`config.mk`:
```
export PLATFORM = sky130hd
export DESIGN_NAME = swft_ctrl
export DESIGN_NICKNAME = d
export VERILOG_FILES = /design/src/rtl/swft_pkg.sv /design/src/rtl/swft_ctrl.sv
export SDC_FILE = /design/constraint.sdc
export NUM_CORES = 1
export LEC_CHECK = 0
export BUFFER_PORTS_ARGS = -buffer_cell sky130_fd_sc_hd__buf_2
export CAP_MARGIN = 20
export CORE_AREA = 2 2 39 41
export CTS_CLUSTER_SIZE = 20
export DETAILED_ROUTE_END_ITERATION = 8
export DIE_AREA = 0 0 41 43
export GPL_ROUTABILITY_DRIVEN = 0
export GPL_TIMING_DRIVEN = 0
export PLACE_DENSITY = 0.76
export SLEW_MARGIN = 25
export SYNTH_ARGS = -nofsm -noshare
export SYNTH_HDL_FRONTEND = slang
export SYNTH_SLANG_ARGS = --single-unit
```
`constraint.sdc`:
```
create_clock -name clk_i -period 1.5 [get_ports clk_i]
set_input_delay 0.3 -clock clk_i [delete_from_list [all_inputs] [get_ports clk_i]]
set_output_delay 0.3 -clock clk_i [all_outputs]
set_load 0.03 [all_outputs]
```
`src/rtl/swft_pkg.sv`:
```
// Shared types and constants for the sorted word frequency table.
// Holds the controller states, the command and status structs, the field widths and the character constants.
// Depends on nothing.
package swft_pkg;

  localparam int TABLE_ENTRIES_DEF  = 1024;
  localparam int TIME_BINS_DEF      = 24;
  localparam int MAX_WORD_CHARS_DEF = 15;

  localparam int WORD_W      = 120;
  localparam int CHAR_SLOTS  = 15;
  localparam int IN_TDATA_W  = 144;
  localparam int OUT_TDATA_W = 184;
  localparam int COUNT_W     = 32;

  localparam logic [7:0] CH_UPPER_A = 8'h41;
  localparam logic [7:0] CH_UPPER_Z = 8'h5A;
  localparam logic [7:0] CH_LOWER_A = 8'h61;
  localparam logic [7:0] CH_LOWER_Z = 8'h7A;
  localparam logic [7:0] CASE_BIT   = 8'h20;

  typedef enum logic [3:0] {
    S_IDLE,
    S_DECIDE,
    S_SRCH,
    S_SCMP,
    S_HCMP,
    S_SHIFT,
    S_MVWR,
    S_INS,
    S_RDCAP,
    S_OUT
  } state_e;

  typedef struct packed {
    logic load;
    logic srch_init;
    logic rd_mid;
    logic srch_step;
    logic rd_p;
    logic hit_upd;
    logic set_full;
    logic shift_init;
    logic mv_rd;
    logic mv_wr;
    logic ins_wr;
    logic rd_idx;
    logic rd_cap;
    logic out_load;
  } cmd_t;

  typedef struct packed {
    logic op;
    logic word_ok;
    logic search_done;
    logic hit;
    logic full;
    logic dst_at_p;
    logic bin_last;
    logic out_free;
  } status_t;

endpackage

```
`src/rtl/swft_ctrl.sv`:
```
// Controller state machine of the sorted word frequency table.
// Sequences search, update, shift, insert and read steps. Depends on swft_pkg.
module swft_ctrl (
  input  logic              clk_i,
  input  logic              rst_ni,
  input  logic              s_tvalid_i,
  input  swft_pkg::status_t status_i,
  output logic              s_tready_o,
  output swft_pkg::cmd_t    cmd_o
);
  import swft_pkg::*;

  state_e state_q, state_d;

  always_ff @(posedge clk_i or negedge rst_ni) begin
    if (!rst_ni) begin
      state_q <= S_IDLE;
    end else begin
      state_q <= state_d;
    end
  end

  always_comb begin
    state_d = state_q;
    unique case (state_q)
      S_IDLE: begin
        if (s_tvalid_i) state_d = S_DECIDE;
      end
      S_DECIDE: begin
        if (status_i.op) state_d = S_RDCAP;
        else if (!status_i.word_ok) state_d = S_OUT;
        else state_d = S_SRCH;
      end
      S_SRCH: begin
        state_d = status_i.search_done ? S_HCMP : S_SCMP;
      end
      S_SCMP: state_d = S_SRCH;
      S_HCMP: begin
        if (status_i.hit || status_i.full) state_d = S_OUT;
        else state_d = S_SHIFT;
      end
      S_SHIFT: begin
        state_d = status_i.dst_at_p ? S_INS : S_MVWR;
      end
      S_MVWR: state_d = S_SHIFT;
      S_INS: begin
        if (status_i.bin_last) state_d = S_OUT;
      end
      S_RDCAP: state_d = S_OUT;
      S_OUT: begin
        if (status_i.out_free) state_d = S_IDLE;
      end
      default: state_d = S_IDLE;
    endcase
  end

  always_comb begin
    cmd_o      = '0;
    s_tready_o = 1'b0;
    unique case (state_q)
      S_IDLE: begin
        s_tready_o = 1'b1;
        cmd_o.load = s_tvalid_i;
      end
      S_DECIDE: begin
        cmd_o.rd_idx    = status_i.op;
        cmd_o.srch_init = !status_i.op && status_i.word_ok;
      end
      S_SRCH: begin
        cmd_o.rd_mid = !status_i.search_done;
        cmd_o.rd_p   = status_i.search_done;
      end
      S_SCMP: cmd_o.srch_step = 1'b1;
      S_HCMP: begin
        cmd_o.hit_upd    = status_i.hit;
        cmd_o.set_full   = !status_i.hit && status_i.full;
        cmd_o.shift_init = !status_i.hit && !status_i.full;
      end
      S_SHIFT: cmd_o.mv_rd = !status_i.dst_at_p;
      S_MVWR:  cmd_o.mv_wr = 1'b1;
      S_INS:   cmd_o.ins_wr = 1'b1;
      S_RDCAP: cmd_o.rd_cap = 1'b1;
      S_OUT:   cmd_o.out_load = status_i.out_free;
      default: cmd_o = '0;
    endcase
  end

endmodule

```
==> impl_metrics.env, run 1 <==
export IMPL_synthCells=68
export IMPL_gr_usage_all_layers_pct=23.5
export IMPL_synth_avg_cell_area_um2=7.38
export IMPL_top_register="state_q"
export IMPL_worstPathCellList="nor2b_2, and3_1, buf_2"
export IMPL_r2r_start="state_q[2]"
export IMPL_htreeDepth=1
export IMPL_seq_power_share_pct=11.0
export IMPL_hold_viol=0
export IMPL_largest_reg_flops=4
export IMPL_cp_start_kind="register"
export IMPL_clkTransAtPathRegs_ns=0.04
export IMPL_synthTopCellsByArea="dfrtp_1 (20%), nor2_1 (7.5%), and3_1 (6.2%), nand2_1 (6.0%), buf_6 (4.5%)"
export IMPL_cts_tree="done"
export IMPL_num_rows=14
export IMPL_crit_end="cmd_o[12]"
export IMPL_fin_crit_ns=1.69
export IMPL_antenna_found_initial=0
export IMPL_rrSetupSlack_ns=-0.06
export IMPL_io_buffers=25
export IMPL_syn_area_um2=502
export IMPL_failed_checks="negative setup slack"
export IMPL_io_pins=26
export IMPL_maxCapViolCount=0
export IMPL_area_growth_pct=97.8
export IMPL_worstPathArrival_ns=1.39
export IMPL_ant_nets=0
export IMPL_intPower_mw=1.01
export IMPL_cts_sinks=4
export IMPL_synthSimpleGateAreaFrac_pct=46.9
export IMPL_vias_per_cell=5.62
export IMPL_startpoint="state_q[0]"
export IMPL_fmax_mhz=591
export IMPL_reg2regPathDepth=7
export IMPL_cp_slowest_stage_delay_ns=0.41
export IMPL_cts_root_buf="clkbuf_4"
export IMPL_slew_viol_final=0
export IMPL_end_kind="output port"
export IMPL_synthXorXnorAreaFrac_pct=0
export IMPL_synth_warnings=0
export IMPL_synth_commonest_cells="nor2_1 (10), nand2_1 (8), and3_1 (5)"
export IMPL_async_reset_ff_share_pct=100
export IMPL_drc=0
export IMPL_synth_top_family_by_area="simple AND/OR/NAND/NOR gates"
export IMPL_grt_pass1_wl_mm=2.88
export IMPL_grt_overflow_total=0
export IMPL_ys_dominant_reg_cell="dfrtp_1"
export IMPL_antenna_cells=0
export IMPL_p_comb_share_pct=82.1
export IMPL_dr_pass1_iters=4
export IMPL_total_power_mw=1.88
export IMPL_clk_path_buf_depth=2
export IMPL_num_vias=742
export IMPL_synth_area_leader_cell="dfrtp_1"
export IMPL_rsz0062_at_grt="true"
export IMPL_die_w_um=41
export IMPL_outcome="finished, violations left"
export IMPL_leakage_nw=0.490
export IMPL_wl_per_cell_um=14.8
export IMPL_cp_max_fo=6
export IMPL_netSwitchingPower_mw=0.875
export IMPL_post_synth_top_count_cell="nor2_1"
export IMPL_powerDensity_nw_per_um2=1900
export IMPL_synthDominantCellAreaShare_pct=20.0
export IMPL_die_area_um2=1760
export IMPL_synth_cell_type_count=35
export IMPL_synth_seq_cells=4
export IMPL_grt_pass1_vias=670
export IMPL_clkLatencyLatePin_ns=0.23
export IMPL_grt_max_degree=9
export IMPL_wl_mm=1.95
export IMPL_synth_fp_nets=79
export IMPL_skew_ns=0.00748
export IMPL_required_ns=1.20
export IMPL_power_share_clock_pct=7.0
export IMPL_peakVddDrop_mv=0.888
export IMPL_synthAdderAreaFrac_pct=0
export IMPL_worst_slew_pin_transition_ns=0.303
export IMPL_drtIter0Drc=32
export IMPL_synth_compound_area_share_pct=21.2
export IMPL_cts_buffers=3
export IMPL_synth_area_mux_share_pct=2.00
export IMPL_slowest_stage="dfrtp_1"
export IMPL_critical_path_class="reg2out"
export IMPL_hold_ws_ns=0.314
export IMPL_dp_hpwl_mm=1.01
export IMPL_core_um2=1380
export IMPL_die_h_um=43
export IMPL_layout_worst_path_cycle_share_pct=113
export IMPL_drive_gt1_share_pct=65.5
export IMPL_slew_headroom_pct=79.7
export IMPL_fin_tns_setup_ns=-2.04
export IMPL_start_util_pct=36.3
export IMPL_synth_edf_count=0
export IMPL_switching_share_pct=46.5
export IMPL_seq_area_frac_synth_pct=20.0
export IMPL_reg2reg_to="state_q[0]"
export IMPL_worst_hold_path_type="in2reg"
export IMPL_setup_viol=17
export IMPL_layout_nets=129
export IMPL_reg_top3="state_q: 4 flops"
export IMPL_worst_slack_ns=-0.192
-- through the flow --
step	utilization, %	worst slack [ns]	cell area (µm²)	std cells
2_1_floorplan	-	-0.200	534	68
3_3_place_gp	49.1	-0.113	679	109
3_5_place_dp	49.1	-0.118	679	109
4_1_cts	68.3	-0.174	945	127
5_1_grt	71.7	-0.250	992	132
6_report	71.7	-0.192	992	132
-- worst min-delay path by stage --
stage / start / endpoint / slack (ns) / depth (start not counted)
finish: status_i[0] / state_q[3] / 0.31 / 2
global route: status_i[0] / state_q[3] / 0.29 / 2
CTS: status_i[0] / state_q[3] / 0.30 / 2
detailed placement: rst_ni / state_q[0] / 0.11 / 1
global placement: rst_ni / state_q[1] / 0.11 / 1
floorplan: rst_ni / state_q[0] / 0.004 / 0
-- layer usage --
| layer | vias up | share of wire [%] | GRT usage (%) |
|---|---|---|---|
| li1 | 339 | - | - |
| met3 | 2 | 8.6 | 8.38 |
| met4 | 0 | 0.87 | 3.33 |
| met1 | 356 | 41 | 28.6 |
| met5 | - | 0 | 0 |
| met2 | 45 | 50 | 38.8 |
-- power groups by stage --
stage               Sequential (mW)  Clock, mW  Combinational (mW)
finish                        0.207      0.131                1.55
global route                  0.210      0.154                1.63
CTS                           0.199      0.138                1.37
detailed placement            0.204          0               0.961
global placement              0.202          0               0.954
floorplan                     0.193          0               0.778
-- cell usage in the layout (no fill, tap or decap), drive strengths merged --
master,Yosys,routed
buf,5,49
nor2,11,11
nand2,8,8
and3,5,5
dfrtp,4,4
nor3,3,3
clkbuf,0,3
nand2b,3,3
nor2b,3,3
o21ai,3,3
a32oi,2,2
a21oi,2,2
nor4,2,2
inv,2,2
and2b,1,1
nand3,1,1
nor3b,1,1
and2,1,1
a21boi,1,1
o41ai,1,1
or2,1,1
nor4b,1,1
nor4bb,1,1
mux2i,1,1
o22ai,1,1
a31oi,1,1
a31o,1,1
o221ai,1,1
a21bo,1,1
dlygate4sd3,0,1
-- area by class of cell --
cell class | count | area [µm²]
sequential | 4 | 101
multi-input combinational | 57 | 443
tap | 16 | 20.0
inverter | 2 | 10.0
fill | 94 | 392
buffer | 5 | 60.1
clock buffer | 3 | 22.5
timing repair buffer | 45 | 335
-- kinds of logic after synthesis --
group / after synthesis
and+or+nand+nor: 42
muxes: 1
AOI/OAI and AO/OA: 14
buffers and inverters: 7
DFF: 4
-- worst max-delay path: cells and delay by family (launching register included) --
| kind | cells | cell delay, ns |
|---|---|---|
| DFF | 1 | 0.41 |
| and+or+nand+nor | 2 | 0.54 |
| buffers and inverters | 1 | 0.20 |
-- repair_timing --
action	4_1_cts	5_1_grt
pin swaps	7	3
setup endpoints to repair	15	17
hold endpoints to repair	4	0
gates resized for setup	39	3
buffers inserted	14	5
hold buffers	1	0
Note: power is estimated with default switching activity, not from simulation.
==> inputs of run 2 (changes only) <==
--- a/config.mk
+++ b/config.mk
@@ -7,13 +7,15 @@
 export LEC_CHECK = 0
 export BUFFER_PORTS_ARGS = -buffer_cell sky130_fd_sc_hd__buf_2
 export CAP_MARGIN = 20
-export CORE_AREA = 2 2 39 41
+export CELL_PAD_IN_SITES_DETAIL_PLACEMENT = 0
+export CELL_PAD_IN_SITES_GLOBAL_PLACEMENT = 2
+export CORE_MARGIN = 2
+export CORE_UTILIZATION = 22
 export CTS_CLUSTER_SIZE = 20
 export DETAILED_ROUTE_END_ITERATION = 8
-export DIE_AREA = 0 0 41 43
 export GPL_ROUTABILITY_DRIVEN = 0
 export GPL_TIMING_DRIVEN = 0
-export PLACE_DENSITY = 0.76
+export PLACE_DENSITY = 0.83
 export SLEW_MARGIN = 25
 export SYNTH_ARGS = -nofsm -noshare
 export SYNTH_HDL_FRONTEND = slang
==> impl_metrics.env, run 2 (same netlist as run 1, synthesis figures left out) <==
export IMPL_worst_slack_ns=-0.191
export IMPL_cp_start_kind="register"
export IMPL_cp_max_fo=6
export IMPL_top_register="state_q"
export IMPL_grtUsageMet2_pct=23.5
export IMPL_setup_viol=15
export IMPL_clkLatencyLatePin_ns=0.24
export IMPL_use_met3_pct=4.60
export IMPL_reg2regPathDepth=6
export IMPL_clkTransAtPathRegs_ns=0.04
export IMPL_rsz0062_at_grt="true"
export IMPL_worst_slew_pin_transition_ns=0.276
export IMPL_antenna_found_initial=0
export IMPL_required_ns=1.20
export IMPL_failed_checks="negative setup slack"
export IMPL_num_vias=663
export IMPL_hold_ws_ns=0.280
export IMPL_leakage_nw=0.473
export IMPL_layout_worst_path_cycle_share_pct=113
export IMPL_die_area_um2=2680
export IMPL_antenna_cells=0
export IMPL_worstHoldStart="status_i[0]"
export IMPL_powerDensity_nw_per_um2=1810
export IMPL_maxCapViolCount=0
export IMPL_final_cells=142
export IMPL_cts_root_buf="clkbuf_4"
export IMPL_drtIter0Drc=7
export IMPL_worstPathCellList="buf_8, nor4_4, and2_4, buf_6"
export IMPL_total_power_mw=1.77
export IMPL_wl_per_cell_um=12.2
export IMPL_reg_top3="state_q: 4 flops"
export IMPL_layout_common_cells="buf_4 (21), buf_2 (13), buf_6 (12)"
export IMPL_layout_nets=127
export IMPL_cp_slowest_stage_delay_ns=0.44
export IMPL_outcome="finished, violations left"
export IMPL_wl_mm=1.73
export IMPL_critical_path_class="reg2out"
export IMPL_end_kind="output port"
export IMPL_dr_pass1_iters=4
export IMPL_vias_per_cell=4.67
export IMPL_core_um2=2190
export IMPL_clk_path_buf_depth=2
export IMPL_htreeDepth=1
export IMPL_drc=0
export IMPL_gr_usage_all_layers_pct=14.0
export IMPL_die_w_um=51.8
export IMPL_cts_buffers=3
export IMPL_grt_overflow_total=0
export IMPL_reg2reg_to="state_q[2]"
export IMPL_io_buffers=25
export IMPL_worstHoldEndpoint="state_q[3]"
export IMPL_ant_nets=0
export IMPL_cts_tree="done"
export IMPL_io_pins=26
export IMPL_grt_pass1_vias=632
export IMPL_slowest_stage="dfrtp_2"
export IMPL_hold_viol=0
export IMPL_r2r_start="state_q[1]"
export IMPL_busiest_layer="met2"
export IMPL_rrSetupSlack_ns=0.06
export IMPL_dp_cells=121
export IMPL_drive_gt1_share_pct=63.2
export IMPL_largest_reg_flops=4
export IMPL_layout_cells_most_common="buf_4"
export IMPL_grt_max_degree=11
export IMPL_cts_sinks=4
export IMPL_area_growth_pct=95.5
export IMPL_grt_pass1_wl_mm=2.82
export IMPL_dp_hpwl_mm=1.16
export IMPL_slew_viol_final=0
export IMPL_final_area_um2=981
export IMPL_num_rows=17
export IMPL_slew_headroom_pct=81.5
export IMPL_fmax_mhz=591
export IMPL_worstPathArrival_ns=1.39
export IMPL_worst_hold_path_type="in2reg"
export IMPL_die_h_um=51.8
export IMPL_grt_use_met1_pct=18.5
export IMPL_min_path_cells=2
export IMPL_peakVddDrop_mv=0.824
export IMPL_start_util_pct=22.9
export IMPL_fin_crit_ns=1.69
export IMPL_placed_area_um2=694
export IMPL_skew_ns=0.00836
==> run 2: cell types whose count changed in the layout (fill, tap and decap cells not counted), sizes merged <==
cell  delta
buf      -2
==> run 2: per-layer routing <==
layer  vias to the layer above  wire length [µm]  part of all wire [%]
li1                        336                 -                     -
met1                       303               778                    45
met2                        24               855                    49
met3                         0                99                   5.7
met4                         0                 0                     0
met5                         -                 0                     0
==> run 2: repair_timing <==
action                     4_1_cts  5_1_grt
cloned                           0        1
hold endpoints to repair         4        0
hold buffers                     1        0
setup endpoints to repair       15       17
pin swaps                        7        3
resized for setup               39        2
setup buffers                   13        3
==> run 2: metrics by stage <==
step                      setup TNS [ns]  setup WS, ns  utilization [%]
final                              -1.73        -0.191             44.8
after global routing               -2.64        -0.251             44.8
after CTS                          -1.72        -0.205             43.4
after detailed placement          -0.254        -0.142             31.7
after global placement            -0.223        -0.132             31.7
after floorplan                   -0.529        -0.200                -
==> run 2: how the worst max path moves through the flow <==
stage	to	from	depth (start not counted)	slack, ns
global placement	cmd_o[7]	state_q[1]	5	-0.13
detailed placement	cmd_o[7]	state_q[1]	5	-0.14
finish	cmd_o[13]	state_q[1]	4	-0.19
floorplan	cmd_o[13]	state_q[2]	4	-0.20
global route	cmd_o[13]	state_q[1]	4	-0.25
CTS	cmd_o[13]	state_q[1]	4	-0.21
==> run 2: power breakdown <==
| part | switching [mW] | internal (mW) |
|---|---|---|
| combinational | 0.712 | 0.714 |
| clock | 0.0492 | 0.0898 |
| sequential | 0.0541 | 0.155 |
==> run 2: layout make-up <==
| cell class | count | area (µm²) |
|---|---|---|
| Inverter | 2 | 7.51 |
| Timing Repair Buffer | 43 | 323 |
| Fill cell | 217 | 1210 |
| Clock buffer | 3 | 22.5 |
| Sequential cell | 4 | 101 |
| Buffer | 5 | 60.1 |
| Multi-Input combinational cell | 57 | 432 |
| Tap cell | 28 | 35.0 |
==> run 2: worst max-delay path, delay by kind of cell (launching register included) <==
family / cells / cell delay, ns
flops: 1 / 0.44
buf+inv: 2 / 0.27
simple gates: 2 / 0.44
==> inputs of run 3 (changes only) <==
==> constraint.sdc (replaced) <==
create_clock -name clk_i -period 1.5 [get_ports clk_i]
set_input_delay 0.15 -clock clk_i [delete_from_list [all_inputs] [get_ports clk_i]]
set_output_delay 0.15 -clock clk_i [all_outputs]
set_load 0.03 [all_outputs]
==> impl_metrics.env, run 3 (same netlist as run 1, synthesis figures left out) <==
export IMPL_die_h_um=51.8
export IMPL_required_ns=1.35
export IMPL_outcome="finished, violations left"
export IMPL_io_pins=26
export IMPL_rsz0062_at_grt="true"
export IMPL_worstHoldStart="status_i[0]"
export IMPL_failed_checks="negative setup slack"
export IMPL_worstHoldEndpoint="state_q[3]"
export IMPL_min_path_cells=2
export IMPL_clk_path_buf_depth=2
export IMPL_maxCapViolCount=0
export IMPL_start_util_pct=22.9
export IMPL_skew_ns=0.00372
export IMPL_grt_overflow_total=0
export IMPL_grt_pass1_wl_mm=2.67
export IMPL_wl_mm=1.65
export IMPL_leakage_nw=0.448
export IMPL_slew_headroom_pct=79.2
export IMPL_worst_hold_path_type="in2reg"
export IMPL_layout_nets=122
export IMPL_vias_per_cell=4.82
export IMPL_layout_cells_most_common="buf_4"
export IMPL_cp_slowest_stage_delay_ns=0.41
export IMPL_powerDensity_nw_per_um2=1830
export IMPL_slowest_stage="dfrtp_1"
export IMPL_worstPathCellList="buf_6, nor4_4, and2_1, buf_6"
export IMPL_setup_viol=3
export IMPL_end_kind="output port"
export IMPL_dp_hpwl_mm=1.16
export IMPL_r2r_start="state_q[1]"
export IMPL_ant_nets=0
export IMPL_cts_buffers=3
export IMPL_reg_top3="state_q: 4 flops"
export IMPL_cts_root_buf="clkbuf_4"
export IMPL_die_w_um=51.8
export IMPL_worst_slack_ns=-0.0147
export IMPL_hold_viol=0
export IMPL_placed_area_um2=682
export IMPL_slew_viol_final=0
export IMPL_cpMostUsedCell="buf_6"
export IMPL_top_register="state_q"
export IMPL_fin_crit_ns=1.51
export IMPL_gr_usage_all_layers_pct=13.1
export IMPL_area_growth_pct=83.3
export IMPL_core_um2=2190
export IMPL_largest_reg_flops=4
export IMPL_dp_cells=121
export IMPL_final_cells=137
export IMPL_antenna_found_initial=0
export IMPL_dr_pass1_iters=4
export IMPL_cp_start_kind="register"
export IMPL_num_vias=660
export IMPL_worstPathArrival_ns=1.36
export IMPL_critical_path_class="reg2out"
export IMPL_die_area_um2=2680
export IMPL_fmax_mhz=660
export IMPL_htreeDepth=1
export IMPL_cts_sinks=4
export IMPL_drtIter0Drc=4
export IMPL_antenna_cells=0
export IMPL_worst_slew_pin_transition_ns=0.310
export IMPL_drc=0
export IMPL_grt_max_degree=11
export IMPL_reg2reg_to="state_q[0]"
export IMPL_grt_pass1_vias=617
export IMPL_peakVddDrop_mv=0.683
export IMPL_clkTransAtPathRegs_ns=0.04
export IMPL_cts_tree="done"
export IMPL_fillers=230
export IMPL_rrSetupSlack_ns=0.15
export IMPL_io_buffers=25
export IMPL_cp_max_fo=7
export IMPL_num_rows=17
export IMPL_wl_per_cell_um=12.0
export IMPL_drive_gt1_share_pct=57.8
export IMPL_layout_common_cells="buf_4 (17), buf_2 (14), nor2_1 (8)"
export IMPL_layout_worst_path_cycle_share_pct=101
export IMPL_final_area_um2=920
export IMPL_reg2regPathDepth=5
export IMPL_clkLatencyLatePin_ns=0.23
-- run 3: report_power, final --
group	switching [mW]	leakage, nW	internal (mW)
clock	0.0429	0.0138	0.0894
combinational	0.703	0.384	0.639
sequential	0.0506	0.0500	0.155
-- run 3: worst max-delay path: cells and delay by family (launching register included) --
kind                   cells  cell delay (ns)
buffers and inverters      2             0.29
DFF                        1             0.41
and+or+nand+nor            2             0.44
-- run 3: worst max path at each step --
| stage | depth (start not counted) | to | from | slack (ns) |
|---|---|---|---|---|
| final | 4 | cmd_o[13] | state_q[0] | -0.01 |
| after floorplan | 3 | cmd_o[13] | state_q[1] | -0.11 |
| after global routing | 5 | cmd_o[6] | state_q[1] | -0.08 |
| after detailed placement | 5 | cmd_o[7] | state_q[1] | 0.07 |
| after global placement | 5 | cmd_o[7] | state_q[1] | 0.08 |
| after CTS | 4 | cmd_o[13] | state_q[0] | -0.03 |
-- run 3: stage by stage --
stage	hold slack (ns)	setup slack, ns	util, %	setup TNS, ns	power (mW)
final	0.147	-0.0147	42.0	-0.0270	1.68
after global placement	-0.0443	0.0828	31.1	0	1.17
after CTS	0.140	-0.0292	38.4	-0.0453	1.56
after global routing	0.146	-0.0769	42.0	-0.423	1.81
after floorplan	-0.146	-0.115	-	-0.115	0.952
after detailed placement	-0.0398	0.0658	31.1	0	1.17
-- run 3: area by class of cell --
| class | instances | area [µm²] | share of cell area, % |
|---|---|---|---|
| buffer | 5 | 63.8 | 6.94 |
| clock buffer | 3 | 22.5 | 2.45 |
| inverter | 2 | 7.51 | 0.816 |
| multi-input combinational | 57 | 422 | 45.9 |
| sequential | 4 | 101 | 11.0 |
| tap | 28 | 35.0 | 3.81 |
| timing repair buffer | 38 | 268 | 29.1 |
-- run 3: what timing repair did --
item	CTS	global route
hold buffers	1	0
cloned	1	0
setup buffers	9	2
resized for setup	17	22
setup endpoints to repair	11	15
pin swaps	1	3
endpoints found under the hold margin	4	0
-- run 3: routing by layer --
layer  share of wire [%]  global-route usage, %
met1                  43                   17.1
met2                  51                   22.6
met3                 5.6                   4.02
met4                   0                      0
met5                   0                      0
